===== src/sv/dfw_pkg.sv =====
// shared types and constants for the depth-first graph walker
// no dependencies; imported by every walker module

package dfw_pkg;

	localparam int NODES      = 32;
	localparam int MAX_DEGREE = 8;

	localparam int NODE_W  = $clog2(NODES);
	localparam int SLOT_W  = $clog2(MAX_DEGREE);
	localparam int DEG_W   = $clog2(MAX_DEGREE + 1);
	localparam int DEPTH_W = $clog2(NODES + 1);
	localparam int NB_AW   = $clog2(NODES * MAX_DEGREE);
	localparam int OP_W    = 2;

	// request operation codes
	localparam logic [OP_W-1:0] OP_NB_WRITE  = 2'd0;
	localparam logic [OP_W-1:0] OP_DEG_WRITE = 2'd1;
	localparam logic [OP_W-1:0] OP_TRAVERSE  = 2'd2;
	localparam logic [OP_W-1:0] OP_SEARCH    = 2'd3;

	// result kinds
	localparam logic KIND_NODE = 1'b0;
	localparam logic KIND_END  = 1'b1;

	// access to the adjacency store
	typedef struct packed {
		logic              nb_we;
		logic              nb_re;
		logic              deg_we;
		logic [NODE_W-1:0] node;
		logic [SLOT_W-1:0] slot;
		logic [NODE_W-1:0] nb;
		logic [DEG_W-1:0]  deg;
	} adj_req_t;

	// access to the walk stack
	typedef struct packed {
		logic              we;
		logic              re;
		logic [NODE_W-1:0] waddr;
		logic [NODE_W-1:0] raddr;
		logic [NODE_W-1:0] wdata;
	} stk_req_t;

	// sequencer states
	typedef enum logic [6:0] {
		S_IDLE  = 7'b0000001,
		S_OUTER = 7'b0000010,
		S_POP   = 7'b0000100,
		S_TOP   = 7'b0001000,
		S_EMIT  = 7'b0010000,
		S_NB    = 7'b0100000,
		S_END   = 7'b1000000
	} state_t;

	// clamp a degree to the list length
	function automatic logic [DEG_W-1:0] sat_degree(input logic [3:0] d);
		logic [DEG_W-1:0] r;
		if (32'(d) > MAX_DEGREE) begin
			r = DEG_W'(MAX_DEGREE);
		end else begin
			r = DEG_W'(d);
		end
		return r;
	endfunction

endpackage


===== src/sv/graph_depth_first_walker_top.sv =====
// Depth-first walker over a 32-node adjacency table with up to 8 neighbors per node.
//
// Request channel (req_valid / req_stall): operation 0 writes one neighbor entry,
// operation 1 sets a node's degree (clamped to 8), operation 2 runs a full
// traversal, operation 3 searches from node to goal. A request is taken on a
// rising edge with req_valid high and req_stall low.
// Result channel (res_valid / res_stall): one result per popped node (kind 0), except
// a search's goal node, then one end result (kind 1, last 1, goal_found for search).
// Table writes give no result. A run holds req_stall high until its end result
// has been loaded into the output register.
// Sequence: each popped node goes through pop, stack read, emit, a read per
// neighbor entry and a last check, set by the single-port neighbor memory and
// the registered stack read. A walk that empties its stack takes a further pop,
// the end result a step of its own; full traversal scans each node in an outer step.
// A search's first node result follows pop, stack read and emit; a traversal scans first.
// The output register lets the walk produce the next result while the current one
// waits; a stalled receiver holds the walk at its next result.
// Reset (arst_n low) clears degrees, visited marks, stack pointer and handshake
// state; neighbor entries are undefined until written.

module graph_depth_first_walker_top
	import dfw_pkg::*;
(
	input  logic       clk,
	input  logic       arst_n,
	input  logic       req_valid,
	output logic       req_stall,
	input  logic [1:0] operation,
	input  logic [4:0] node,
	input  logic [2:0] slot,
	input  logic [4:0] neighbor,
	input  logic [3:0] degree,
	input  logic [4:0] goal,
	output logic       res_valid,
	input  logic       res_stall,
	output logic       kind,
	output logic [4:0] visited_node,
	output logic       goal_found,
	output logic       last
);

	adj_req_t          adj;
	stk_req_t          stk;
	logic [NODE_W-1:0] nb_rdata;
	logic [DEG_W-1:0]  deg_rdata;
	logic [NODE_W-1:0] stk_rdata;

	// sequencer
	dfw_ctrl u_ctrl (
		.clk          (clk),
		.arst_n       (arst_n),
		.req_valid    (req_valid),
		.req_stall    (req_stall),
		.operation    (operation),
		.node         (node),
		.slot         (slot),
		.neighbor     (neighbor),
		.degree       (degree),
		.goal         (goal),
		.res_valid    (res_valid),
		.res_stall    (res_stall),
		.kind         (kind),
		.visited_node (visited_node),
		.goal_found   (goal_found),
		.last         (last),
		.adj          (adj),
		.nb_rdata     (nb_rdata),
		.deg_rdata    (deg_rdata),
		.stk          (stk),
		.stk_rdata    (stk_rdata)
	);

	// adjacency store
	dfw_adj u_adj (
		.clk       (clk),
		.arst_n    (arst_n),
		.req       (adj),
		.nb_rdata  (nb_rdata),
		.deg_rdata (deg_rdata)
	);

	// walk stack
	dfw_stack u_stack (
		.clk   (clk),
		.req   (stk),
		.rdata (stk_rdata)
	);

endmodule


===== src/sv/dfw_adj.sv =====
// adjacency store: neighbor memory (sync read) and per-node degree table
// depends on dfw_pkg

module dfw_adj
	import dfw_pkg::*;
(
	input  logic              clk,
	input  logic              arst_n,
	input  adj_req_t          req,
	output logic [NODE_W-1:0] nb_rdata,
	output logic [DEG_W-1:0]  deg_rdata
);

	logic [NODE_W-1:0] nb_mem [NODES*MAX_DEGREE];
	logic [DEG_W-1:0]  deg_q  [NODES];
	logic [NB_AW-1:0]  nb_addr;

	// entry address: node row, slot column
	assign nb_addr = NB_AW'(req.node) * NB_AW'(MAX_DEGREE) + NB_AW'(req.slot);

	// neighbor memory, one write or one read per cycle
	always_ff @(posedge clk) begin
		if (req.nb_we) begin
			nb_mem[nb_addr] <= req.nb;
		end
		if (req.nb_re) begin
			nb_rdata <= nb_mem[nb_addr];
		end
	end

	// degree table, cleared at reset
	always_ff @(posedge clk or negedge arst_n) begin
		if (!arst_n) begin
			for (int i = 0; i < NODES; i++) begin
				deg_q[i] <= '0;
			end
		end else if (req.deg_we) begin
			deg_q[req.node] <= req.deg;
		end
	end

	assign deg_rdata = deg_q[req.node];

endmodule


===== src/sv/dfw_stack.sv =====
// walk stack memory, one write and one registered read per cycle
// depends on dfw_pkg

module dfw_stack
	import dfw_pkg::*;
(
	input  logic              clk,
	input  stk_req_t          req,
	output logic [NODE_W-1:0] rdata
);

	logic [NODE_W-1:0] mem [NODES];

	// write at depth, read at top
	always_ff @(posedge clk) begin
		if (req.we) begin
			mem[req.waddr] <= req.wdata;
		end
		if (req.re) begin
			rdata <= mem[req.raddr];
		end
	end

endmodule


===== src/sv/dfw_ctrl.sv =====
// walk sequencer: request decode, visited marks, stack pointer, result register
// depends on dfw_pkg; drives dfw_adj and dfw_stack

module dfw_ctrl
	import dfw_pkg::*;
(
	input  logic              clk,
	input  logic              arst_n,
	input  logic              req_valid,
	output logic              req_stall,
	input  logic [1:0]        operation,
	input  logic [4:0]        node,
	input  logic [2:0]        slot,
	input  logic [4:0]        neighbor,
	input  logic [3:0]        degree,
	input  logic [4:0]        goal,
	output logic              res_valid,
	input  logic              res_stall,
	output logic              kind,
	output logic [4:0]        visited_node,
	output logic              goal_found,
	output logic              last,
	output adj_req_t          adj,
	input  logic [NODE_W-1:0] nb_rdata,
	input  logic [DEG_W-1:0]  deg_rdata,
	output stk_req_t          stk,
	input  logic [NODE_W-1:0] stk_rdata
);

	state_t             state_q;
	logic [NODES-1:0]   visited_q;
	logic [DEPTH_W-1:0] depth_q;
	logic [DEPTH_W-1:0] outer_q;
	logic               searching_q;
	logic               found_q;
	logic               chk_s1;
	logic               res_valid_q;
	logic [NODE_W-1:0]  cur_q;
	logic [NODE_W-1:0]  goal_q;
	logic [DEG_W-1:0]   k_q;
	logic               kind_q;
	logic [NODE_W-1:0]  node_q;
	logic               found_out_q;
	logic               last_q;

	logic               accept;
	logic               out_free;
	logic               emit_node;
	logic               emit_end;
	logic               push_en;
	logic [NODE_W-1:0]  push_node;
	logic               outer_done;
	logic               room;

	assign accept     = req_valid && (state_q == S_IDLE);
	assign req_stall  = (state_q != S_IDLE);
	assign out_free   = !res_valid_q || !res_stall;
	assign emit_node  = (state_q == S_EMIT) && out_free;
	assign emit_end   = (state_q == S_END) && out_free;
	assign outer_done = (outer_q == DEPTH_W'(NODES));
	assign room       = (depth_q < DEPTH_W'(NODES));

	// memory requests and push decision
	always_comb begin
		adj       = '0;
		stk       = '0;
		push_en   = 1'b0;
		push_node = nb_rdata;
		stk.raddr = NODE_W'(depth_q - DEPTH_W'(1));
		stk.waddr = NODE_W'(depth_q);
		unique case (state_q)
			S_IDLE: begin
				adj.node   = node;
				adj.slot   = slot;
				adj.nb     = neighbor;
				adj.deg    = sat_degree(degree);
				adj.nb_we  = accept && (operation == OP_NB_WRITE);
				adj.deg_we = accept && (operation == OP_DEG_WRITE);
				stk.waddr  = '0;
				stk.wdata  = node;
				stk.we     = accept && (operation == OP_SEARCH);
			end
			S_OUTER: begin
				push_node = NODE_W'(outer_q);
				push_en   = !outer_done && !visited_q[NODE_W'(outer_q)] && room;
			end
			S_POP: begin
				stk.re = (depth_q != '0);
			end
			S_TOP: begin
			end
			S_EMIT: begin
				adj.node = cur_q;
			end
			S_NB: begin
				adj.node  = cur_q;
				adj.slot  = SLOT_W'(k_q - DEG_W'(1));
				adj.nb_re = (k_q != '0);
				push_en   = chk_s1 && !visited_q[nb_rdata] && room;
			end
			S_END: begin
			end
			default: begin
			end
		endcase
		if (state_q != S_IDLE) begin
			stk.we    = push_en;
			stk.wdata = push_node;
		end
	end

	// sequencer and control registers
	always_ff @(posedge clk or negedge arst_n) begin
		if (!arst_n) begin
			state_q     <= S_IDLE;
			visited_q   <= '0;
			depth_q     <= '0;
			outer_q     <= '0;
			searching_q <= 1'b0;
			found_q     <= 1'b0;
			chk_s1      <= 1'b0;
			res_valid_q <= 1'b0;
		end else begin
			if (emit_node || emit_end) begin
				res_valid_q <= 1'b1;
			end else if (!res_stall) begin
				res_valid_q <= 1'b0;
			end
			if (push_en) begin
				visited_q[push_node] <= 1'b1;
				depth_q              <= depth_q + DEPTH_W'(1);
			end
			chk_s1 <= 1'b0;
			unique case (state_q)
				S_IDLE: begin
					if (accept && operation == OP_TRAVERSE) begin
						visited_q   <= '0;
						depth_q     <= '0;
						outer_q     <= '0;
						searching_q <= 1'b0;
						found_q     <= 1'b0;
						state_q     <= S_OUTER;
					end else if (accept && operation == OP_SEARCH) begin
						visited_q   <= NODES'(1) << node;
						depth_q     <= DEPTH_W'(1);
						searching_q <= 1'b1;
						found_q     <= 1'b0;
						state_q     <= S_POP;
					end
				end
				S_OUTER: begin
					if (outer_done) begin
						state_q <= S_END;
					end else begin
						outer_q <= outer_q + DEPTH_W'(1);
						if (push_en) begin
							state_q <= S_POP;
						end
					end
				end
				S_POP: begin
					if (depth_q == '0) begin
						state_q <= searching_q ? S_END : S_OUTER;
					end else begin
						depth_q <= depth_q - DEPTH_W'(1);
						state_q <= S_TOP;
					end
				end
				S_TOP: begin
					if (searching_q && stk_rdata == goal_q) begin
						found_q <= 1'b1;
						depth_q <= '0;
						state_q <= S_END;
					end else begin
						state_q <= S_EMIT;
					end
				end
				S_EMIT: begin
					if (emit_node) begin
						state_q <= S_NB;
					end
				end
				S_NB: begin
					// one neighbor read issued per cycle, checked the next
					chk_s1 <= (k_q != '0);
					if (k_q == '0) begin
						state_q <= S_POP;
					end
				end
				S_END: begin
					if (emit_end) begin
						state_q <= S_IDLE;
					end
				end
				default: begin
					state_q <= S_IDLE;
				end
			endcase
		end
	end

	// payload registers
	always_ff @(posedge clk) begin
		if (accept) begin
			goal_q <= goal;
		end
		if (state_q == S_TOP) begin
			cur_q <= stk_rdata;
		end
		if (emit_node) begin
			k_q <= deg_rdata;
		end else if (state_q == S_NB && k_q != '0) begin
			k_q <= k_q - DEG_W'(1);
		end
		if (emit_node) begin
			kind_q      <= KIND_NODE;
			node_q      <= cur_q;
			found_out_q <= 1'b0;
			last_q      <= 1'b0;
		end else if (emit_end) begin
			kind_q      <= KIND_END;
			node_q      <= '0;
			found_out_q <= found_q;
			last_q      <= 1'b1;
		end
	end

	assign res_valid    = res_valid_q;
	assign kind         = kind_q;
	assign visited_node = node_q;
	assign goal_found   = found_out_q;
	assign last         = last_q;

endmodule


===== config.mk =====
export PLATFORM = sky130hd
export DESIGN_NAME = graph_depth_first_walker_top
export DESIGN_NICKNAME = d
export VERILOG_FILES = /design/src/sv/dfw_pkg.sv /design/src/sv/graph_depth_first_walker_top.sv /design/src/sv/dfw_adj.sv /design/src/sv/dfw_stack.sv /design/src/sv/dfw_ctrl.sv
export SDC_FILE = /design/constraint.sdc
export NUM_CORES = 2
export LEC_CHECK = 0
export BUFFER_PORTS_ARGS = -buffer_cell sky130_fd_sc_hd__buf_2
export CAP_MARGIN = 20
export CORE_AREA = 5 5 379 381
export DETAILED_ROUTE_END_ITERATION = 8
export DIE_AREA = 0 0 384 386
export GPL_ROUTABILITY_DRIVEN = 0
export GPL_TIMING_DRIVEN = 0
export PLACE_DENSITY = 0.65
export SLEW_MARGIN = 10
export SYNTH_ARGS = -nofsm -noshare
export SYNTH_HDL_FRONTEND = slang
export SYNTH_HIERARCHICAL = 1
export SYNTH_SLANG_ARGS = --single-unit
export TNS_END_PERCENT = 20

===== constraint.sdc =====
create_clock -name clk -period 6 [get_ports clk]
set_input_delay 0.6 -clock clk [delete_from_list [all_inputs] [get_ports clk]]
set_output_delay 0.6 -clock clk [all_outputs]
set_load 0.005 [all_outputs]

==> results.json <==
{
  "outcome": "finished with violations",
  "violations": "negative setup slack",
  "drc": 0,
  "post_cts_buffers": 0,
  "cp_max_fo": 10,
  "fmax_ghz": 0.1663,
  "cts_tree": "done",
  "vias_per_cell": 6.155,
  "syn_area_per_cell_um2": 18.92,
  "cts_buffer_depth": 3,
  "clock-sinks": 1654,
  "grt_pass1_wl_um": 247300,
  "synth_seq_cells": 1654,
  "ant_nets": 0,
  "routed_wl_um": 169500,
  "cts_inserted_buffers": 168,
  "setup_violations": 2,
  "crit_top_cell": "clkbuf_1",
  "area_delta_synth_final_pct": 13.15,
  "critPathBufInv": 4,
  "final_hold_viol_count": 0,
  "clock_latency_ps": 790,
  "htreeDepth": 4,
  "max_slew_margin": 0.2462,
  "drtPass1Iterations": 6,
  "cts_root_buffer": "clkbuf_16",
  "core_area_um2": 140200,
  "rsz0062_at_grt": "yes",
  "dp_cells": 5467,
  "worst_slew_pin_slew_ps": 1122,
  "crit_chain": "nor3_1, and4b_1, buf_2, clkbuf_2, nand2_1, o21ai_0, clkbuf_1, clkbuf_1, mux4_2, a22oi_1, a21oi_1, nor4_1, o22ai_1, a211o_1",
  "fp-row-count": 138,
  "portBuffers": 36,
  "arrival_ps": 6530,
  "die-area_um2": 148200,
  "synthCells": 3517,
  "tns_ps": -16.11,
  "wl_per_cell_um": 29.32,
  "synth_edf_count": 1469,
  "crit_type": "flop to flop",
  "syn_nets": 3550,
  "die_w_um": 384,
  "grt-ovfl-total": 0,
  "crit_required_ps": 6510,
  "peakVddDrop_v": 0.0003499,
  "finalInstanceArea_um2": 75300,
  "synth_ff_type": "edfxtp_1",
  "antenna_cells": 0,
  "grt_antenna_before_repair": 2,
  "die_y_um": 386,
  "crit_cells": 14,
  "fin_total_pwr_mw": 34.03,
  "ys_seq_area_frac": 0.7323,
  "cp_slowest_stage_delay_ps": 820,
  "preCtsSetupSlack_ps": -759.9,
  "cp_top_family": "buffers and inverters",
  "floorplan.initialDensity": 0.4747,
  "grt_max_degree": 94,
  "ys_warn_count": 6,
  "worstHoldPathType": "input pin to flop",
  "syn_area_um2": 66550,
  "num_vias": 35580,
  "final_layout_size_suffix_gt1_frac": 0.2440,
  "worst_slack_ps": -14.21,
  "grt_pass1_vias": 35720,
  "rrSetupSlack_ps": -10,
  "yosysUniqueCellTypes": 70,
  "postSynth.asyncResetShare": 0.1106,
  "drt_iter0_markers": 4481,
  "fin_nets": 3786,
  "fin_crit_sh": 1.002,
  "fin_crit_ps": 6014,
  "worst_clock_skew_ps": 21.90,
  "hpwl_um": 114400,
  "hold_depth": 4,
  "track_usage": 0.2301,
  "end_kind": "flop",
  "fin_util": 0.5371,
  "start_kind": "flop",
  "whs_ps": 177.0,
  "p_leak_nw": 24.50,
  "layout_commonest_cell": "edfxtp_1",
  "crit_slowest_cell": "clkbuf_1",
  "place_area_um2": 69720,
  "ioPinCount": 38,
  "stdcell_count": 5780,
  "slew_violations": 0,
  "power.density_nw_per_um2": 452.0,
  "final_cell_mix": "1469 x edfxtp_1, 414 x mux4_2, 356 x nor2_1",
  "r2r_cells": 14,
  "maxCapViolations": 0,
  "path_clk_slew_ps": 60
}
[Yosys cell counts, types with 12 or more instances]
| cell type | number | share of area |
|---|---|---|
| nor2b_1 | 12 | 0.0011 |
| mux2_2 | 104 | 0.018 |
| nor4_1 | 19 | 0.0018 |
| a21oi_1 | 95 | 0.0071 |
| nor3_1 | 18 | 0.0014 |
| a221o_1 | 16 | 0.0024 |
| o21ai_0 | 17 | 0.0013 |
| clkbuf_1 | 145 | 0.0082 |
| and2_1 | 22 | 0.0021 |
| o21ai_1 | 21 | 0.0016 |
| buf_4 | 20 | 0.0023 |
| mux2_1 | 35 | 0.0059 |
| inv_1 | 15 | 0.00085 |
| nor2_1 | 367 | 0.021 |
| mux2i_1 | 14 | 0.0021 |
| nand3_1 | 23 | 0.0017 |
| buf_1 | 28 | 0.0016 |
| dfrtp_1 | 182 | 0.068 |
| edfxtp_1 | 1469 | 0.66 |
| buf_2 | 29 | 0.0022 |
| a22oi_1 | 186 | 0.021 |
| nand2_1 | 99 | 0.0056 |
| mux4_2 | 414 | 0.14 |
| nand2b_1 | 18 | 0.0017 |
[worst paths after layout]
path                                   start                end
min in group asynchronous             arst_n    u_adj/deg_q[50]
max reg2reg                u_ctrl/state_q[6]  u_adj/nb_rdata[4]
max in group asynchronous             arst_n  u_ctrl/state_q[0]
min                                res_stall        u_ctrl/last
min reg2reg                 u_stack/rdata[3]    u_ctrl/cur_q[3]
max                        u_ctrl/state_q[6]  u_adj/nb_rdata[4]
[layout make-up]
type	instances	area (um^2)
inverters	16	60.06
clock buffers	221	4591
well taps	1890	2365
plain buffers	229	1094
flip-flops and latches	1654	48730
multi-input cells	1617	16840
fillers	10980	64900
repair buffers	67	788.3
clock inverters	86	827.0
[routing by layer]
layer | wire, um | GRT usage
met5 | 13 | 0
met3 | 15140 | 0.04632
met4 | 5714 | 0.07835
met1 | 68690 | 0.3301
met2 | 79920 | 0.3571
[flip-flops by register name, indices dropped and copies added (netlist names), 4 cells and up]
| register | count |
|---|---|
| u_adj/nb_mem | 1280 |
| u_ctrl/cur_q | 5 |
| u_ctrl/goal_q | 5 |
| u_ctrl/visited_q | 32 |
| u_ctrl/depth_q | 6 |
| u_stack/rdata | 5 |
| u_stack/mem | 160 |
| u_adj/nb_rdata | 5 |
| u_ctrl/state_q | 7 |
| u_ctrl/k_q | 4 |
| u_ctrl/visited_node | 5 |
| u_ctrl/outer_q | 6 |
| u_adj/deg_q | 128 |
[worst min-delay path, stage by stage]
cell and delay (ps):
buf_2 110, a21oi_1 80, nor2_1 80, nor2_1 40
[power breakdown]
group | internal (mW) | total, mW | switching (mW)
Combinational | 3.44 | 9.68 | 6.24
Clock | 5.99 | 10.3 | 4.31
Sequential | 13.9 | 14.1 | 0.111
Total | 23.4 | 34.0 | 10.7
[cells by family after synthesis]
logic type | after synthesis | synth area share
flip-flops | 1654 | 0.7323
AND/OR/NAND/NOR | 648 | 0.04366
multiplexers | 567 | 0.1657
AO/OA/AOI/OAI | 384 | 0.03943
buffers and inverters | 246 | 0.01626
XOR/XNOR | 13 | 0.001711
adder cells (fa/ha/maj) | 5 | 0.0009400
[repair_timing]
item,in CTS,in global routing
hold buffers,6,0
gates resized for setup,26,34
endpoints found under the setup margin,883,348
endpoints found under the hold margin,95,0
Note: power is estimated with default switching activity, not from simulation.
